`config.mk`:
```
export PLATFORM = sky130hd
export DESIGN_NAME = crc32_frame_receiver
export DESIGN_NICKNAME = d
export VERILOG_FILES = /design/src/design/crc32fr_pkg.sv /design/src/design/crc32fr_ram.sv /design/src/design/crc32fr_parser.sv /design/src/design/crc32fr_emit.sv /design/src/design/crc32_frame_receiver.sv
export SDC_FILE = /design/constraint.sdc
export NUM_CORES = 1
export LEC_CHECK = 0
export BUFFER_PORTS_ARGS = -buffer_cell sky130_fd_sc_hd__buf_2
export CAP_MARGIN = 20
export CORE_MARGIN = 10
export CORE_UTILIZATION = 56
export DETAILED_ROUTE_END_ITERATION = 7
export PLACE_DENSITY = 0.77
export SYNTH_ARGS = -nofsm -noshare
export SYNTH_HDL_FRONTEND = slang
export SYNTH_SLANG_ARGS = --single-unit
export TNS_END_PERCENT = 30
```
`constraint.sdc`:
```
create_clock -name i_clk -period 3.5 [get_ports i_clk]
set_input_delay 0.525 -clock i_clk [delete_from_list [all_inputs] [get_ports i_clk]]
set_output_delay 0.525 -clock i_clk [all_outputs]
set_load 0.02 [all_outputs]
```
`src/design/crc32fr_pkg.sv`:
```
// ============================================================================
// crc32fr_pkg
// Shared types, constants and the CRC-32 byte update for the frame receiver.
// ============================================================================
`default_nettype none

package crc32fr_pkg;

    // Largest payload a frame may carry; longer length bytes are clipped.
    localparam int MAX_PAYLOAD = 32;
    localparam int ADDR_W      = $clog2(MAX_PAYLOAD);
    localparam int LEN_W       = 7;
    localparam int SIZE_W      = 6;
    localparam int PADDR_W     = 3;

    localparam logic [31:0] CRC_POLY        = 32'hEDB8_8320;
    localparam logic [31:0] CRC_INIT        = 32'hFFFF_FFFF;
    localparam logic [31:0] PREAMBLE_RESET  = 32'hDDCC_BBAA;

    // Register word indexes on the configuration port.
    localparam logic REG_PREAMBLE = 1'b0;

    typedef enum logic [4:0] {
        PH_HUNT = 5'b00001,
        PH_ADDR = 5'b00010,
        PH_LEN  = 5'b00100,
        PH_DATA = 5'b01000,
        PH_CHK  = 5'b10000
    } t_phase;

    // Handed from the parser to the emitter when a frame passes its check.
    typedef struct packed {
        logic             go;
        logic [7:0]       src;
        logic [LEN_W-1:0] len;
    } t_run_start;

    // Payload store write port, driven by the parser.
    typedef struct packed {
        logic              en;
        logic [ADDR_W-1:0] addr;
        logic [7:0]        data;
    } t_store_wr;

    // Reflected CRC-32, one byte, LSB first.
    function automatic logic [31:0] crc32_byte(input logic [31:0] crc, input logic [7:0] b);
        logic [31:0] c;
        c = crc ^ {24'h0, b};
        for (int i = 0; i < 8; i++) begin
            c = c[0] ? ((c >> 1) ^ CRC_POLY) : (c >> 1);
        end
        return c;
    endfunction

endpackage

`default_nettype wire

```
`src/design/crc32fr_ram.sv`:
```
// ============================================================================
// crc32fr_ram
// Generic single-write, single-read RAM with a registered read port.
// ============================================================================
`default_nettype none

module crc32fr_ram #(
    parameter int WIDTH = 8,
    parameter int DEPTH = 32
) (
    input  wire logic                     i_clk,
    input  wire logic                     i_wr_en,
    input  wire logic [$clog2(DEPTH)-1:0] i_wr_addr,
    input  wire logic [WIDTH-1:0]         i_wr_data,
    input  wire logic                     i_rd_en,
    input  wire logic [$clog2(DEPTH)-1:0] i_rd_addr,
    output logic      [WIDTH-1:0]         o_rd_data
);

    logic [WIDTH-1:0] r_mem [DEPTH];

    always_ff @(posedge i_clk) begin
        if (i_wr_en) begin
            r_mem[i_wr_addr] <= i_wr_data;
        end
    end

    // Read data holds until the next read.
    always_ff @(posedge i_clk) begin
        if (i_rd_en) begin
            o_rd_data <= r_mem[i_rd_addr];
        end
    end

endmodule

`default_nettype wire

```
`src/design/crc32fr_parser.sv`:
```
// ============================================================================
// crc32fr_parser
// Byte-wide frame parser: preamble hunt, header, payload capture and CRC check.
// ============================================================================
`default_nettype none

module crc32fr_parser (
    input  wire logic                    i_clk,
    input  wire logic                    i_rst_n,
    input  wire logic                    i_take,
    input  wire logic [7:0]              i_byte,
    input  wire logic [31:0]             i_preamble,
    output crc32fr_pkg::t_store_wr       o_wr,
    output crc32fr_pkg::t_run_start      o_start
);
    import crc32fr_pkg::*;

    t_phase            r_phase,  n_phase;
    logic [LEN_W-1:0]  r_count,  n_count;
    logic [31:0]       r_crc,    n_crc;
    logic [31:0]       r_rcv,    n_rcv;
    logic [7:0]        r_src,    n_src;
    logic [LEN_W-1:0]  r_len,    n_len;

    logic [1:0]        w_k;
    logic [7:0]        w_want;
    logic [7:0]        w_clip;
    logic [LEN_W-1:0]  w_count_inc;

    assign w_k         = r_count[1:0];
    assign w_want      = i_preamble[8*w_k +: 8];
    assign w_clip      = (i_byte > 8'(MAX_PAYLOAD)) ? 8'(MAX_PAYLOAD) : i_byte;
    assign w_count_inc = r_count + LEN_W'(1);

    always_comb begin
        n_phase = r_phase;
        n_count = r_count;
        n_crc   = r_crc;
        n_rcv   = r_rcv;
        n_src   = r_src;
        n_len   = r_len;
        o_wr    = '{en: 1'b0, addr: r_count[ADDR_W-1:0], data: i_byte};
        o_start = '{go: 1'b0, src: r_src, len: r_len};

        if (i_take) begin
            case (r_phase)
                PH_ADDR: begin
                    n_crc = crc32_byte(r_crc, i_byte);
                    if (r_count == '0) begin
                        n_count = LEN_W'(1);
                    end else begin
                        n_src   = i_byte;
                        n_count = '0;
                        n_phase = PH_LEN;
                    end
                end
                PH_LEN: begin
                    n_len   = w_clip[LEN_W-1:0];
                    n_crc   = crc32_byte(r_crc, w_clip);
                    n_count = '0;
                    n_rcv   = '0;
                    n_phase = (w_clip == 8'd0) ? PH_CHK : PH_DATA;
                end
                PH_DATA: begin
                    // The clipped length keeps the count inside the store.
                    o_wr.en = 1'b1;
                    n_crc   = crc32_byte(r_crc, i_byte);
                    n_count = w_count_inc;
                    if (w_count_inc >= r_len) begin
                        n_count = '0;
                        n_rcv   = '0;
                        n_phase = PH_CHK;
                    end
                end
                PH_CHK: begin
                    n_rcv   = r_rcv | ({24'h0, i_byte} << (8 * w_k));
                    n_count = w_count_inc;
                    if (w_k == 2'd3) begin
                        o_start.go = ((r_crc ^ CRC_INIT) == n_rcv);
                        n_count    = '0;
                        n_crc      = CRC_INIT;
                        n_phase    = PH_HUNT;
                    end
                end
                default: begin
                    n_phase = PH_HUNT;
                    if (i_byte == w_want) begin
                        n_crc = crc32_byte((w_k == 2'd0) ? CRC_INIT : r_crc, i_byte);
                        if (w_k == 2'd3) begin
                            n_count = '0;
                            n_phase = PH_ADDR;
                        end else begin
                            n_count = LEN_W'(w_k) + LEN_W'(1);
                        end
                    end else begin
                        // The mismatching byte is not retried as a first byte.
                        n_count = '0;
                        n_crc   = CRC_INIT;
                    end
                end
            endcase
        end
    end

    always_ff @(posedge i_clk) begin
        if (!i_rst_n) begin
            r_phase <= PH_HUNT;
            r_count <= '0;
            r_crc   <= CRC_INIT;
            r_rcv   <= '0;
            r_src   <= '0;
            r_len   <= '0;
        end else begin
            r_phase <= n_phase;
            r_count <= n_count;
            r_crc   <= n_crc;
            r_rcv   <= n_rcv;
            r_src   <= n_src;
            r_len   <= n_len;
        end
    end

endmodule

`default_nettype wire

```
`src/design/crc32fr_emit.sv`:
```
// ============================================================================
// crc32fr_emit
// Plays an accepted frame out of the payload store, one result per transfer.
// ============================================================================
`default_nettype none

module crc32fr_emit (
    input  wire logic                         i_clk,
    input  wire logic                         i_rst_n,
    input  wire crc32fr_pkg::t_run_start      i_start,
    output logic                              o_busy,
    output logic                              o_rd_en,
    output logic [crc32fr_pkg::ADDR_W-1:0]    o_rd_addr,
    input  wire logic [7:0]                   i_rd_data,
    input  wire logic                         i_stall,
    output logic                              o_valid,
    output logic [7:0]                        o_source_address,
    output logic [crc32fr_pkg::SIZE_W-1:0]    o_payload_size,
    output logic [7:0]                        o_payload_byte,
    output logic                              o_byte_valid,
    output logic                              o_last
);
    import crc32fr_pkg::*;

    logic              r_active, n_active;
    logic [LEN_W-1:0]  r_idx,    n_idx;
    logic [LEN_W-1:0]  r_len;
    logic [7:0]        r_src;
    logic              r_valid,  n_valid;
    logic              r_bv,     r_last;
    logic [7:0]        r_osrc;
    logic [SIZE_W-1:0] r_osize;

    logic              w_issue;
    logic              w_empty;
    logic              w_final;

    // The store read data is the output register for the payload byte: a read
    // is issued only when the output slot is free or leaves at this edge.
    assign w_issue   = r_active && (!r_valid || !i_stall);
    assign w_empty   = (r_len == '0);
    assign w_final   = w_empty || ((r_idx + LEN_W'(1)) == r_len);
    assign o_rd_en   = w_issue && !w_empty;
    assign o_rd_addr = r_idx[ADDR_W-1:0];

    always_comb begin
        n_active = r_active;
        n_idx    = r_idx;
        n_valid  = r_valid && i_stall;
        if (w_issue) begin
            n_valid = 1'b1;
            n_idx   = r_idx + LEN_W'(1);
            if (w_final) begin
                n_active = 1'b0;
            end
        end
        if (i_start.go) begin
            n_active = 1'b1;
            n_idx    = '0;
        end
    end

    always_ff @(posedge i_clk) begin
        if (!i_rst_n) begin
            r_active <= 1'b0;
            r_idx    <= '0;
            r_valid  <= 1'b0;
        end else begin
            r_active <= n_active;
            r_idx    <= n_idx;
            r_valid  <= n_valid;
        end
    end

    always_ff @(posedge i_clk) begin
        if (i_start.go) begin
            r_src <= i_start.src;
            r_len <= i_start.len;
        end
        if (w_issue) begin
            r_osrc  <= r_src;
            r_osize <= r_len[SIZE_W-1:0];
            r_bv    <= !w_empty;
            r_last  <= w_final;
        end
    end

    assign o_busy           = r_active;
    assign o_valid          = r_valid;
    assign o_source_address = r_osrc;
    assign o_payload_size   = r_osize;
    assign o_payload_byte   = r_bv ? i_rd_data : 8'h00;
    assign o_byte_valid     = r_bv;
    assign o_last           = r_last;

endmodule

`default_nettype wire

```
`src/design/crc32_frame_receiver.sv`:
```
// ============================================================================
// crc32_frame_receiver
// Preamble / length / CRC-32 frame receiver that replays good frames.
// ============================================================================
//
//  Channel   Handshake             Payload
//  -------   -------------------   ---------------------------------------------
//  rx in     i_valid / o_stall     i_rx_byte
//  result    o_valid / i_stall     o_source_address, o_payload_size,
//                                  o_payload_byte, o_byte_valid, o_last
//  config    psel/penable/pready   paddr, pwrite, pwdata, prdata
//
//  While a frame is being received, one byte is taken per cycle.
//  A good frame is replayed from the payload RAM at one result per cycle while
//  i_stall is low, max(length, 1) results in all, and the input is stalled
//  from the edge after the last CRC byte until the final result's read has
//  been issued. The RAM's single read port sets that pace.
//  Reset is synchronous; the payload RAM is not cleared.
// ============================================================================
`default_nettype none

module crc32_frame_receiver (
    input  wire logic                             i_clk,
    input  wire logic                             i_rst_n,
    input  wire logic                             i_valid,
    output logic                                  o_stall,
    input  wire logic [7:0]                       i_rx_byte,
    output logic                                  o_valid,
    input  wire logic                             i_stall,
    output logic [7:0]                            o_source_address,
    output logic [crc32fr_pkg::SIZE_W-1:0]        o_payload_size,
    output logic [7:0]                            o_payload_byte,
    output logic                                  o_byte_valid,
    output logic                                  o_last,
    input  wire logic                             psel,
    input  wire logic                             penable,
    input  wire logic                             pwrite,
    input  wire logic [crc32fr_pkg::PADDR_W-1:0]  paddr,
    input  wire logic [31:0]                      pwdata,
    output logic [31:0]                           prdata,
    output logic                                  pready
);
    import crc32fr_pkg::*;

    logic [31:0]       r_preamble;
    logic              w_take;
    logic              w_busy;
    t_store_wr         w_wr;
    t_run_start        w_start;
    logic              w_rd_en;
    logic [ADDR_W-1:0] w_rd_addr;
    logic [7:0]        w_rd_data;
    logic              w_reg_sel;

    assign pready    = 1'b1;
    assign w_reg_sel = (paddr[2] == REG_PREAMBLE);
    assign prdata    = w_reg_sel ? r_preamble : 32'h0;

    always_ff @(posedge i_clk) begin
        if (!i_rst_n) begin
            r_preamble <= PREAMBLE_RESET;
        end else if (psel && penable && pwrite && pready && w_reg_sel) begin
            r_preamble <= pwdata;
        end
    end

    assign o_stall = w_busy;
    assign w_take  = i_valid && !w_busy;

    crc32fr_parser u_parser (
        .i_clk      (i_clk),
        .i_rst_n    (i_rst_n),
        .i_take     (w_take),
        .i_byte     (i_rx_byte),
        .i_preamble (r_preamble),
        .o_wr       (w_wr),
        .o_start    (w_start)
    );

    // Writes and reads never overlap: input is held off while a run is read.
    crc32fr_ram #(
        .WIDTH (8),
        .DEPTH (MAX_PAYLOAD)
    ) u_store (
        .i_clk     (i_clk),
        .i_wr_en   (w_wr.en),
        .i_wr_addr (w_wr.addr),
        .i_wr_data (w_wr.data),
        .i_rd_en   (w_rd_en),
        .i_rd_addr (w_rd_addr),
        .o_rd_data (w_rd_data)
    );

    crc32fr_emit u_emit (
        .i_clk            (i_clk),
        .i_rst_n          (i_rst_n),
        .i_start          (w_start),
        .o_busy           (w_busy),
        .o_rd_en          (w_rd_en),
        .o_rd_addr        (w_rd_addr),
        .i_rd_data        (w_rd_data),
        .i_stall          (i_stall),
        .o_valid          (o_valid),
        .o_source_address (o_source_address),
        .o_payload_size   (o_payload_size),
        .o_payload_byte   (o_payload_byte),
        .o_byte_valid     (o_byte_valid),
        .o_last           (o_last)
    );

endmodule

`default_nettype wire

```
### Word level (Yosys, flattened, before mapping)

Memories as Yosys holds them, arrays and structs flattened. A register that Yosys moved wholly into a read port is not among the register bits.
Cells that the tools add are included.

* output and inout bits: 59
* memories kept: 1
* RAM bits: 256
* input bits: 50
* flip-flop bits (word level): 163

Memory list
* u_store.r_mem: depth 32, bits a word 8, rd ports 1, clocked after Yosys merged registers in 1, write ports 1, RTL line crc32fr_ram.sv:20 `logic [WIDTH-1:0] r_mem [DEPTH];`

* $add $sub $neg: 3
* bitwise logic cells: 32
* shifts and indexed selects: 2
* equal/unequal tests: 11
* muxes and demuxes: 57
* magnitude comparators: 2
* reduce and logical (&&, ||, !) cells: 28

Operators with widths (number)
* $mux 32: 29
* $not 13->14: 24
* $pmux 32 s3: 2
* $xor 32x8->32: 3
* $eq 32x32->1: 1
* $not 32->32: 1
* $or 32x32->32: 1
* $shiftx 32x6->8: 1
* $shl 8x5->32: 1
* $mux 7: 4
* $pmux 7 s4: 1
* $mux 5: 5
* $pmux 5 s4: 1
* $mux 8: 2
* $add 7x1->7 const B: 2
* $logic_not 7->1: 2
* $mux 1: 12
* $eq 8x8->1: 1
* $gt 8x6->1 const B: 1
* $logic_not 8->1: 1
* $eq 7x7->1: 1
* $ge 7x7->1: 1
* $logic_and 1x1->1: 7
* $reduce_and 2->1: 3
* 18 further kinds: 28

### Depth between registers and ports, before layout

Gate-level depths: netlist of the first run.

* depth in word-level cells: 21
* gate-level depth with buffers: 14
* gate-level depth less buffers: 10

### Modules after synthesis

A second synthesis of the first run with hierarchy kept.

* cell total of the unflattened synthesis: 1643
* area total of the unflattened synthesis: 21448.1 um^2

By module, submodules not included
* crc32fr_ram: times used 1, cells each 417, sequential area each 7927.6 um^2, area each 10133.5 um^2
* crc32fr_parser: times used 1, cells each 926, sequential area each 1821.7 um^2, area each 8002.7 um^2
* crc32fr_emit: times used 1, cells each 122, sequential area each 1111.1 um^2, area each 1667.8 um^2
* crc32_frame_receiver: times used 1, cells each 178, sequential area each 640.6 um^2, area each 1644.1 um^2

### Worst setup path before layout of the first run

Ideal clock, no wire load.

* kind: reg2reg
* from: register u_parser.r_count[0]
* to: register u_parser.r_rcv[13]
* path buffers: 4
* cell stages (with the launch flop): 14
* path slack: -0.215 ns
* data arrival time: 3.597 ns
* library setup time: 0.117 ns
* clock period less this slack: 3.715 ns
* cell sequence: dfxtp_1 > buf_2 > clkbuf_1 > clkbuf_1 > inv_1 > ha_1 > ha_1 > a21o_1 > a21o_1 > a2111oi_0 > o21ai_1 > clkbuf_1 > a41oi_1 > nor2_1

* word-level cells in the longest chain between the ends: 4
* elaborated cells on any way between the ends: 7

RTL lines
* from (decl): RTL line crc32fr_parser.sv:19 `logic [LEN_W-1:0] r_count, n_count;`
* from (signal assigned): RTL line crc32fr_parser.sv:115 `r_count <= n_count;`
* $add 7x1->7: RTL line crc32fr_parser.sv:33 `assign w_count_inc = r_count + LEN_W'(1);`
* $ge 7x7->1: RTL line crc32fr_parser.sv:69 `if (w_count_inc >= r_len) begin`
* $ne 2x1->1 (no source line)
* $reduce_and 3->1 (no source line)
* to (signal assigned): RTL line crc32fr_parser.sv:117 `r_rcv <= n_rcv;`
* to (decl): RTL line crc32fr_parser.sv:21 `logic [31:0] r_rcv, n_rcv;`

Parallel ways exist; a longest one is shown, timed or not.
A chain may end at the register's enable or synchronous reset.

### Worst setup path in the final report of the first run

* from: register u_parser.r_count[0]
* to: register u_parser.r_rcv[29]

The elaborated chain is that of the path after synthesis.

==> results.cfg, run 1 <==
[floorplanning]
core_sq_um = 36800
die-width_um = 213
core.rowCount = 70
ioPinCount = 109
initial_utilization_pct = 56.9
dieHeight_um = 213
die-area_sq_um = 45500

[clock_tree]
cts_buffer_depth = 3
clock_sinks = 427
numCtsBuffers = 44
clkSlewWorstSetupHoldPaths_ns = 0.06
clk_latency_ns = 0.59
post_cts_buffers = 0
cts-hold-fix-buffers = 0
root_buffer = clkbuf_16
h-tree-depth = 2
cts_tree = yes
postCtsResizedCells = 0

[critical_path]
critPathMaxStageDelay_ns = 0.53
crit_slowest_cell = dfxtp_1
required_ns = 4.01
crit_type = reg2reg
cp_max_fo = 32
cp_cell_sequence = inv_1 -> ha_1 -> ha_1 -> a21o_1 -> a21o_1 -> a2111oi_2 -> o21a_1 -> o31ai_4 -> buf_4 -> nor2_1
worstSetupEndpointType = register
start_kind = register
r2r-end = u_parser.r_rcv[29]
worstReg2RegStart = u_parser.r_count[0]
rr_worst_depth = 10
critPathTopFamily = compound AO/OA/AOI/OAI gates
crit_arrival_ns = 3.58
ff2ff_setup_slack_ns = 0.44
crit_buf_inv = 2

[synth]
synth.most_common_cell = edfxtp_1
synth_common_cells = edfxtp_1 (295), xnor2_1 (194), nor2_1 (139), dfxtp_1 (132), nand2_1 (113)
ys_warn_count = 0
avgSynthCellArea_sq_um = 12.5
synth_area_leaders = edfxtp_1 (42%), dfxtp_1 (13%), mux4_2 (9.5%)
synthArstFlopShare_pct = 0
ys_seq_elements = 427
ys_types = 67
synth_nets = 1739
synth-edff-count = 295
syn_area_sq_um = 20900
netlist_instances = 1676
synthFlopType = edfxtp_1
synth_top_area_share_pct = 42.3
synth_area_leader_cell = edfxtp_1
seq_area_frac_synth_pct = 55.0

[detailed_routing]
num_vias = 14458
ant_nets = 0
vias_per_cell = 6.34
routed_wl_um = 55700
firstDrtPassIters = 5
wire_per_inst_um = 24.4
drc = 0
drtIter0Drc = 1434

[global_route]
grt_pass1_vias = 14300
grt_max_degree = 41
grtUsageTotal_pct = 24.7
grt_antenna_before_repair = 3
grt_pass1_wl_um = 85400
grt.overflow.total = 0

[place]
io_buffer_count = 105
post-place-cells = 2202
dp_hpwl_um = 37200
gp_congestion = 0.968

[pwr]
vdd_drop_max_v = 0.000332
p_leak_nw = 8.15
power_density_nw_per_um2 = 478
total_power_w = 0.0113

[hold_path]
whs_path_depth = 3
hold_class = in2reg
hold_path_end = r_preamble[30]
hold_start = pwdata[30]

[timing]
hold_viol = 0
slew_headroom_pct = 38.4
rsz0062_at_grt = no
finalMaxSlewViolations = 0
fin_crit_sh_pct = 87.6
finalCriticalPeriod_ns = 3.06
setup_viol = 0
fmax_mhz = 326
tns_ns = 0
worstMarginPinSlew_ns = 0.921
skew_ns = 0.0216

[finish]
final_util_pct = 64.2
fin_nets = 1843
stdcell_count = 2281
antenna_cells = 0
drive_above_1_share_pct = 20.2
area_growth_pct = 12.8
nFillCells = 2750

[run_status]
status = complete, no violations

[flow_run]
drv_cap = 0
[final cells by class]
| cell class | count | area [sq um] | area share (%) |
|---|---|---|---|
| repair buffers | 185 | 1180 | 4.98 |
| flip-flops and latches | 427 | 11500 | 48.7 |
| inverters | 18 | 67.6 | 0.286 |
| clock buffers | 57 | 1200 | 5.07 |
| well taps | 468 | 586 | 2.48 |
| clock inverters | 22 | 204 | 0.864 |
| multi-input cells | 1104 | 8870 | 37.6 |
[flip-flops by register name, indices dropped and copies added (netlist names)]
name and cells:
u_store.r_mem 256, r_preamble 32, u_parser.r_crc 32, u_parser.r_rcv 32, u_emit.o_source_address 8, u_emit.r_src 8
u_parser.r_src 8, u_store.o_rd_data 8, u_emit.r_idx 7, u_emit.r_len 7, u_parser.r_count 7, u_parser.r_len 7
u_emit.o_payload_size 6, u_parser.r_phase 5, u_emit.o_busy 1, u_emit.o_byte_valid 1, u_emit.o_last 1, u_emit.o_valid 1
[worst max path at each step]
stage / start / endpoint / slack, ns / cells after the start
2_1_floorplan: u_parser.r_count[0] / u_parser.r_rcv[13] / 0.03 / 13
3_3_place_gp: i_rx_byte[7] / u_parser.r_crc[23] / 0.37 / 8
3_5_place_dp: i_rx_byte[7] / u_parser.r_crc[23] / 0.33 / 8
4_1_cts: u_parser.r_count[0] / u_parser.r_rcv[29] / 0.45 / 10
5_1_grt: u_parser.r_count[0] / u_emit.r_len[6] / 0.30 / 9
6_report: u_parser.r_count[0] / u_parser.r_rcv[29] / 0.44 / 10
[worst reg2reg max path: stages (launching register included)]
cell and delay [ns]:
dfxtp_1 0.53, inv_1 0.14, ha_1 0.37, ha_1 0.29, a21o_1 0.15, a21o_1 0.18, a2111oi_2 0.50, o21a_1 0.29
o31ai_4 0.09, buf_4 0.27, nor2_1 0.19
[stage by stage]
step           instance area (sq um)  hold WS [ns]  setup slack (ns)
2_1_floorplan                  20900         0.400            0.0278
3_3_place_gp                   22200         0.405             0.372
3_5_place_dp                   22200         0.409             0.330
4_1_cts                        23600         0.134             0.453
5_1_grt                        23600         0.147             0.296
6_report                       23600         0.150             0.435
[cell families after synthesis]
family,synth area share (%)
and+or+nand+nor,11.0
DFF,55.0
AOI/OAI and AO/OA,7.76
xor gates and xnor gates,12.3
buffers and inverters,2.85
muxes,10.3
adders and majority gates,0.777
other,0.0179
[routing by layer]
metal  GRT usage (%)  share of wire [%]  routed length, um
met5               0                  0                  0
met4            8.73                3.3               1810
met3            4.53                9.0               5010
met2            40.2                 48              26900
met1            32.6                 40              22000
[placed cells by master, fill, tap and decap left out, types with 44 or more instances in the layout]
master / instances
a21oi_1: 80
buf_2: 105
buf_4: 76
clkbuf_16: 44
dfxtp_1: 130
edfxtp_1: 295
mux4_2: 88
nand2_1: 113
nor2_1: 139
o21ai_0: 67
xnor2_1: 194
xor2_1: 46
[power by group]
part	total, W	switching (W)	internal [W]
Clock	0.00457	0.00199	0.00258
Sequential	0.00547	0.0000613	0.00541
Combinational	0.00124	0.000686	0.000551
Total	0.0113	0.00273	0.00854
Power figures use the tool's default switching activity.
==> inputs of run 2 (changes only) <==
--- a/config.mk
+++ b/config.mk
@@ -7,6 +7,7 @@
 export LEC_CHECK = 0
 export BUFFER_PORTS_ARGS = -buffer_cell sky130_fd_sc_hd__buf_2
 export CAP_MARGIN = 20
+export CORE_ASPECT_RATIO = 0.8
 export CORE_MARGIN = 10
 export CORE_UTILIZATION = 56
 export DETAILED_ROUTE_END_ITERATION = 7
==> constraint.sdc (replaced) <==
create_clock -name i_clk -period 3.5 [get_ports i_clk]
set_input_delay 0.35 -clock i_clk [delete_from_list [all_inputs] [get_ports i_clk]]
set_output_delay 0.35 -clock i_clk [all_outputs]
set_load 0.02 [all_outputs]
==> results.cfg, run 2 (same netlist as run 1, synthesis figures left out) <==
[run_status]
status = complete, no violations

[place]
post-place-cells = 2224
gp_congestion = 0.984
dp_hpwl_um = 37900
io_buffer_count = 105

[finish]
final_cell_mix = edfxtp_1 (295), xnor2_1 (194), nor2_1 (139)
antenna_cells = 0
nFillCells = 2679
fin_nets = 1856
area_growth_pct = 13.2
drive_above_1_share_pct = 19.9
stdcell_count = 2315
final_common_cell = edfxtp_1
top_register = u_store.r_mem
largest_reg_flops = 256

[hold_path]
hold_start = pwdata[11]
whs_path_depth = 3
hold_path_end = r_preamble[11]
hold_class = in2reg

[clock_tree]
postCtsResizedCells = 0
root_buffer = clkbuf_16
post_cts_buffers = 0
h-tree-depth = 2
clock_sinks = 427
cts_buffer_depth = 3
numCtsBuffers = 43
clkSlewWorstSetupHoldPaths_ns = 0.06
cts_tree = yes
clk_latency_ns = 0.56

[critical_path]
r2r-end = u_emit.r_src[0]
crit_arrival_ns = 3.34
rr_worst_depth = 9
crit_type = reg2reg
cp_max_fo = 20
worstReg2RegStart = u_parser.r_count[0]
start_kind = register
worstSetupEndpointType = register
required_ns = 3.74
ff2ff_setup_slack_ns = 0.39

[timing]
worstMarginPinSlew_ns = 0.949
finalCriticalPeriod_ns = 3.11
setup_viol = 0
finalMaxSlewViolations = 0
rsz0062_at_grt = no
hold_viol = 0
tns_ns = 0
fmax_mhz = 322
fin_crit_sh_pct = 88.8
skew_ns = 0.0172
slew_headroom_pct = 35.8

[floorplanning]
core.rowCount = 63
die-area_sq_um = 45600
core_sq_um = 37000
dieHeight_um = 193
ioPinCount = 109
initial_utilization_pct = 56.6
die-width_um = 236

[pwr]
p_leak_nw = 8.15
power_density_nw_per_um2 = 467
vdd_drop_max_v = 0.000341

[detailed_routing]
ant_nets = 0
vias_per_cell = 6.24
drc = 0
wire_per_inst_um = 24.4
firstDrtPassIters = 5
routed_wl_um = 56500
num_vias = 14452
drtIter0Drc = 1744

[global_route]
grt_antenna_before_repair = 3
grt_max_degree = 47
grt_pass1_vias = 14207
grtUsageTotal_pct = 24.5
grt_pass1_wl_um = 86800
grt.overflow.total = 0

[flow_run]
drv_cap = 0
[run 2: cell types whose count changed in the layout (fill, tap and decap cells not counted), sizes merged]
cell and change:
buf +4, bufinv -1, clkbuf +1, clkinv -3
clkinvlp +2, dlygate4sd3 +10, inv +2
[run 2: report_power, final]
| part | total [W] | switching (W) | internal, W |
|---|---|---|---|
| registers | 0.00547 | 0.0000589 | 0.00541 |
| clock network | 0.00433 | 0.00194 | 0.00238 |
| logic | 0.00128 | 0.000714 | 0.000564 |
[run 2: worst max-delay path, stage by stage, from the launching register on]
cell and delay (ns):
dfxtp_1 0.39, buf_4 0.34, buf_4 0.32, a31oi_1 0.17, xnor2_1 0.35, and3_1 0.21
nand4b_1 0.13, nor4_1 0.33, and4b_1 0.26, buf_4 0.25
[run 2: repair_timing]
item | CTS | global route
setup endpoints to repair | 0 | 0
hold endpoints to repair | 10 | 0
hold buffers | 10 | 0
[run 2: how the worst max path moves through the flow]
stage | from | to | slack, ns | depth (start not counted)
floorplan | u_parser.r_count[0] | u_parser.r_rcv[13] | 0.03 | 13
finish | u_parser.r_count[0] | u_emit.r_src[0] | 0.39 | 9
global route | u_parser.r_count[0] | u_parser.r_rcv[16] | 0.17 | 10
CTS | u_parser.r_count[0] | u_parser.r_rcv[5] | 0.44 | 10
global placement | i_rx_byte[6] | u_parser.r_crc[18] | 0.44 | 8
detailed placement | i_rx_byte[6] | u_parser.r_crc[18] | 0.43 | 8
[run 2: final cells by class]
| cell class | count | area, sq um | share of cell area [%] |
|---|---|---|---|
| timing repair buffer | 199 | 1340 | 5.65 |
| multi-input combinational | 1104 | 8870 | 37.5 |
| clock buffer | 58 | 1140 | 4.82 |
| tap | 487 | 609 | 2.57 |
| sequential | 427 | 11500 | 48.6 |
| clock inverter | 22 | 151 | 0.639 |
| inverter | 18 | 67.6 | 0.285 |
[run 2: per-layer routing]
layer / share of wire, % / vias to the layer above / track usage [%]
li1: - / 6428 / -
met4: 2.3 / 0 / 6.55
met5: 0 / - / 0
met2: 44 / 891 / 36.9
met3: 12 / 98 / 6.83
met1: 42 / 7035 / 34.7
[run 2: per-stage QoR]
| step | hold slack (ns) | area, sq um | worst slack (ns) | utilization, % | total power, W |
|---|---|---|---|---|---|
| 6_report | 0.0131 | 23700 | 0.393 | 64.1 | 0.0111 |
| 5_1_grt | 0.0112 | 23700 | 0.170 | 64.1 | 0.0114 |
| 4_1_cts | 0.0000469 | 23700 | 0.442 | 64.0 | 0.0111 |
| 3_5_place_dp | 0.408 | 22300 | 0.431 | 60.2 | 0.00680 |
| 3_3_place_gp | 0.407 | 22300 | 0.437 | 60.2 | 0.00678 |
| 2_1_floorplan | 0.400 | 20900 | 0.0278 | - | 0.00645 |
==> inputs of run 3 (changes only) <==
--- a/config.mk
+++ b/config.mk
@@ -5,6 +5,7 @@
 export SDC_FILE = /design/constraint.sdc
 export NUM_CORES = 1
 export LEC_CHECK = 0
+export ABC_AREA = 1
 export BUFFER_PORTS_ARGS = -buffer_cell sky130_fd_sc_hd__buf_2
 export CAP_MARGIN = 20
 export CORE_ASPECT_RATIO = 0.8
==> results.cfg, run 3 <==
[global_route]
grt_antenna_before_repair = 3
grt.overflow.total = 0
grt_pass1_vias = 16832
grt_pass1_wl_um = 99600
grtUsageTotal_pct = 27.2
grt_max_degree = 103

[clock_tree]
postCtsResizedCells = 0
clkSlewWorstSetupHoldPaths_ns = 0.07
cts_buffer_depth = 3
root_buffer = clkbuf_16
clock_sinks = 427
post_cts_buffers = 0
numCtsBuffers = 43
clk_latency_ns = 0.57
cts_tree = yes
h-tree-depth = 2

[pwr]
p_leak_nw = 9.67
power_density_nw_per_um2 = 479
vdd_drop_max_v = 0.000304

[floorplanning]
die-width_um = 240
die-area_sq_um = 47100
initial_utilization_pct = 56.7
dieHeight_um = 196
core.rowCount = 64
ioPinCount = 109
core_sq_um = 38300

[critical_path]
crit_type = reg2reg
rr_worst_depth = 13
start_kind = register
required_ns = 3.94
crit_arrival_ns = 3.81
worstReg2RegStart = u_parser.r_count[1]
ff2ff_setup_slack_ns = 0.13
r2r-end = u_parser.r_rcv[10]
cp_max_fo = 11
worstSetupEndpointType = register

[finish]
drive_above_1_share_pct = 12.1
nFillCells = 3093
final_common_cell = nand2_1
top_register = u_store.r_mem
final_cell_mix = nand2_1 (416), edfxtp_1 (295), nor2_1 (290)
largest_reg_flops = 256
fin_nets = 2572
area_growth_pct = 12.0

[synth]
syn_area_sq_um = 21700
synthFlopType = edfxtp_1
seq_area_frac_synth_pct = 53.0
synth.most_common_cell = nand2_1
synth_nets = 2491
synth_area_leaders = edfxtp_1 (41%), dfxtp_1 (12%), nand2_1 (7.2%)
avgSynthCellArea_sq_um = 8.94
ys_types = 56
synth_area_leader_cell = edfxtp_1
synth_top_area_share_pct = 40.8
netlist_instances = 2428
ys_warn_count = 0
synth-edff-count = 295
synthArstFlopShare_pct = 0
ys_seq_elements = 427
synth_common_cells = nand2_1 (416), edfxtp_1 (295), nor2_1 (290), o21ai_0 (232), inv_1 (200)

[timing]
finalCriticalPeriod_ns = 3.37
slew_headroom_pct = 39.4
setup_viol = 0
hold_viol = 0
fin_crit_sh_pct = 96.3
tns_ns = 0
skew_ns = 0.0342
fmax_mhz = 297
worstMarginPinSlew_ns = 0.909
finalMaxSlewViolations = 0
rsz0062_at_grt = yes
hold_ws_ns = 0.0154

[place]
io_buffer_count = 105
gp_congestion = 0.998
dp_hpwl_um = 44800

[hold_path]
hold_path_end = r_preamble[7]
whs_path_depth = 3
hold_class = in2reg
hold_start = pwdata[7]

[detailed_routing]
wire_per_inst_um = 21.6
routed_wl_um = 65700
drc = 0
num_vias = 18351
drtIter0Drc = 2274
vias_per_cell = 6.04
firstDrtPassIters = 6
ant_nets = 0

[flow_run]
drv_cap = 0

[run_status]
status = complete, no violations
## run 3: cell types whose count changed after synthesis, moves of 24 or more
cell,change
o21ai_0,+165
nor2b_1,-37
xnor2_1,-169
o211ai_1,+33
nand3_1,+96
inv_1,+183
o221ai_1,+39
nand2_1,+303
a211oi_1,+24
a21oi_1,+46
nor2_1,+151
xor2_1,+69
mux4_2,-88
## run 3: kinds of logic after synthesis
| family | after synthesis | share of synthesized area (%) |
|---|---|---|
| fa+ha+maj | 13 | 0.749 |
| flops | 427 | 53.0 |
| simple gates | 938 | 18.3 |
| buf+inv | 352 | 6.45 |
| other cells | 1 | 0.0173 |
| xor+xnor | 151 | 6.52 |
| compound gates | 546 | 15.0 |
## run 3: critical path, cell delays in order, from the launching register on
cell and delay, ns:
dfxtp_1 0.46, ha_1 0.32, inv_1 0.12, ha_1 0.33, inv_1 0.05, ha_1 0.30, nand2_1 0.05, o21ai_0 0.20
nand4_1 0.13, o2111ai_1 0.27, nand2_1 0.36, inv_1 0.38, o21ai_0 0.15, o211a_1 0.14
## run 3: worst max-delay path by stage
stage,from,end,slack [ns],depth (start not counted)
detailed placement,u_parser.r_count[1],u_parser.r_rcv[10],0.28,13
global route,u_parser.r_count[1],u_parser.r_rcv[13],-0.04,13
global placement,u_parser.r_count[1],u_parser.r_rcv[10],0.43,11
floorplan,u_parser.r_count[0],u_parser.r_src[7],0.70,12
CTS,u_parser.r_count[1],u_parser.r_rcv[10],0.26,13
finish,u_parser.r_count[1],u_parser.r_rcv[10],0.13,13
## run 3: area by class of cell
cell class / instances / area [sq um] / area share (%)
Antenna cell: 2 / 5.00 / 0.0206
Tap cell: 495 / 619 / 2.55
Multi-Input combinational cell: 1649 / 8810 / 36.3
Clock inverter: 27 / 392 / 1.61
Inverter: 216 / 812 / 3.34
Sequential cell: 427 / 11500 / 47.3
Timing Repair Buffer: 172 / 1060 / 4.35
Clock buffer: 51 / 1110 / 4.55
## run 3: power breakdown
| group | internal (W) | switching [W] |
|---|---|---|
| clock network | 0.00295 | 0.00200 |
| registers | 0.00543 | 0.0000579 |
| logic | 0.000386 | 0.000840 |
## run 3: per-stage QoR
step                setup WS, ns  area, sq um  utilization [%]  total power (W)  instances
finish                     0.131        24300             63.5           0.0117       3039
global route             -0.0441        24300             63.5           0.0120       3039
CTS                        0.258        24300             63.5           0.0116       3037
detailed placement         0.285        22800             59.5          0.00677       2957
global placement           0.434        22800             59.5          0.00675       2957
floorplan                  0.697        21700                -          0.00639       2428
## run 3: routing by layer
metal	track usage, %	vias up	routed length (um)
met5	0	-	0
met4	8.33	0	1930
met3	5.79	132	7780
met2	40.3	1035	28400
met1	39.3	8686	27600
li1	-	8498	-
## run 3: timing repair
item                                   CTS  global route
setup endpoints to repair                0             7
hold buffers                             2             0
endpoints found under the hold margin    2             0
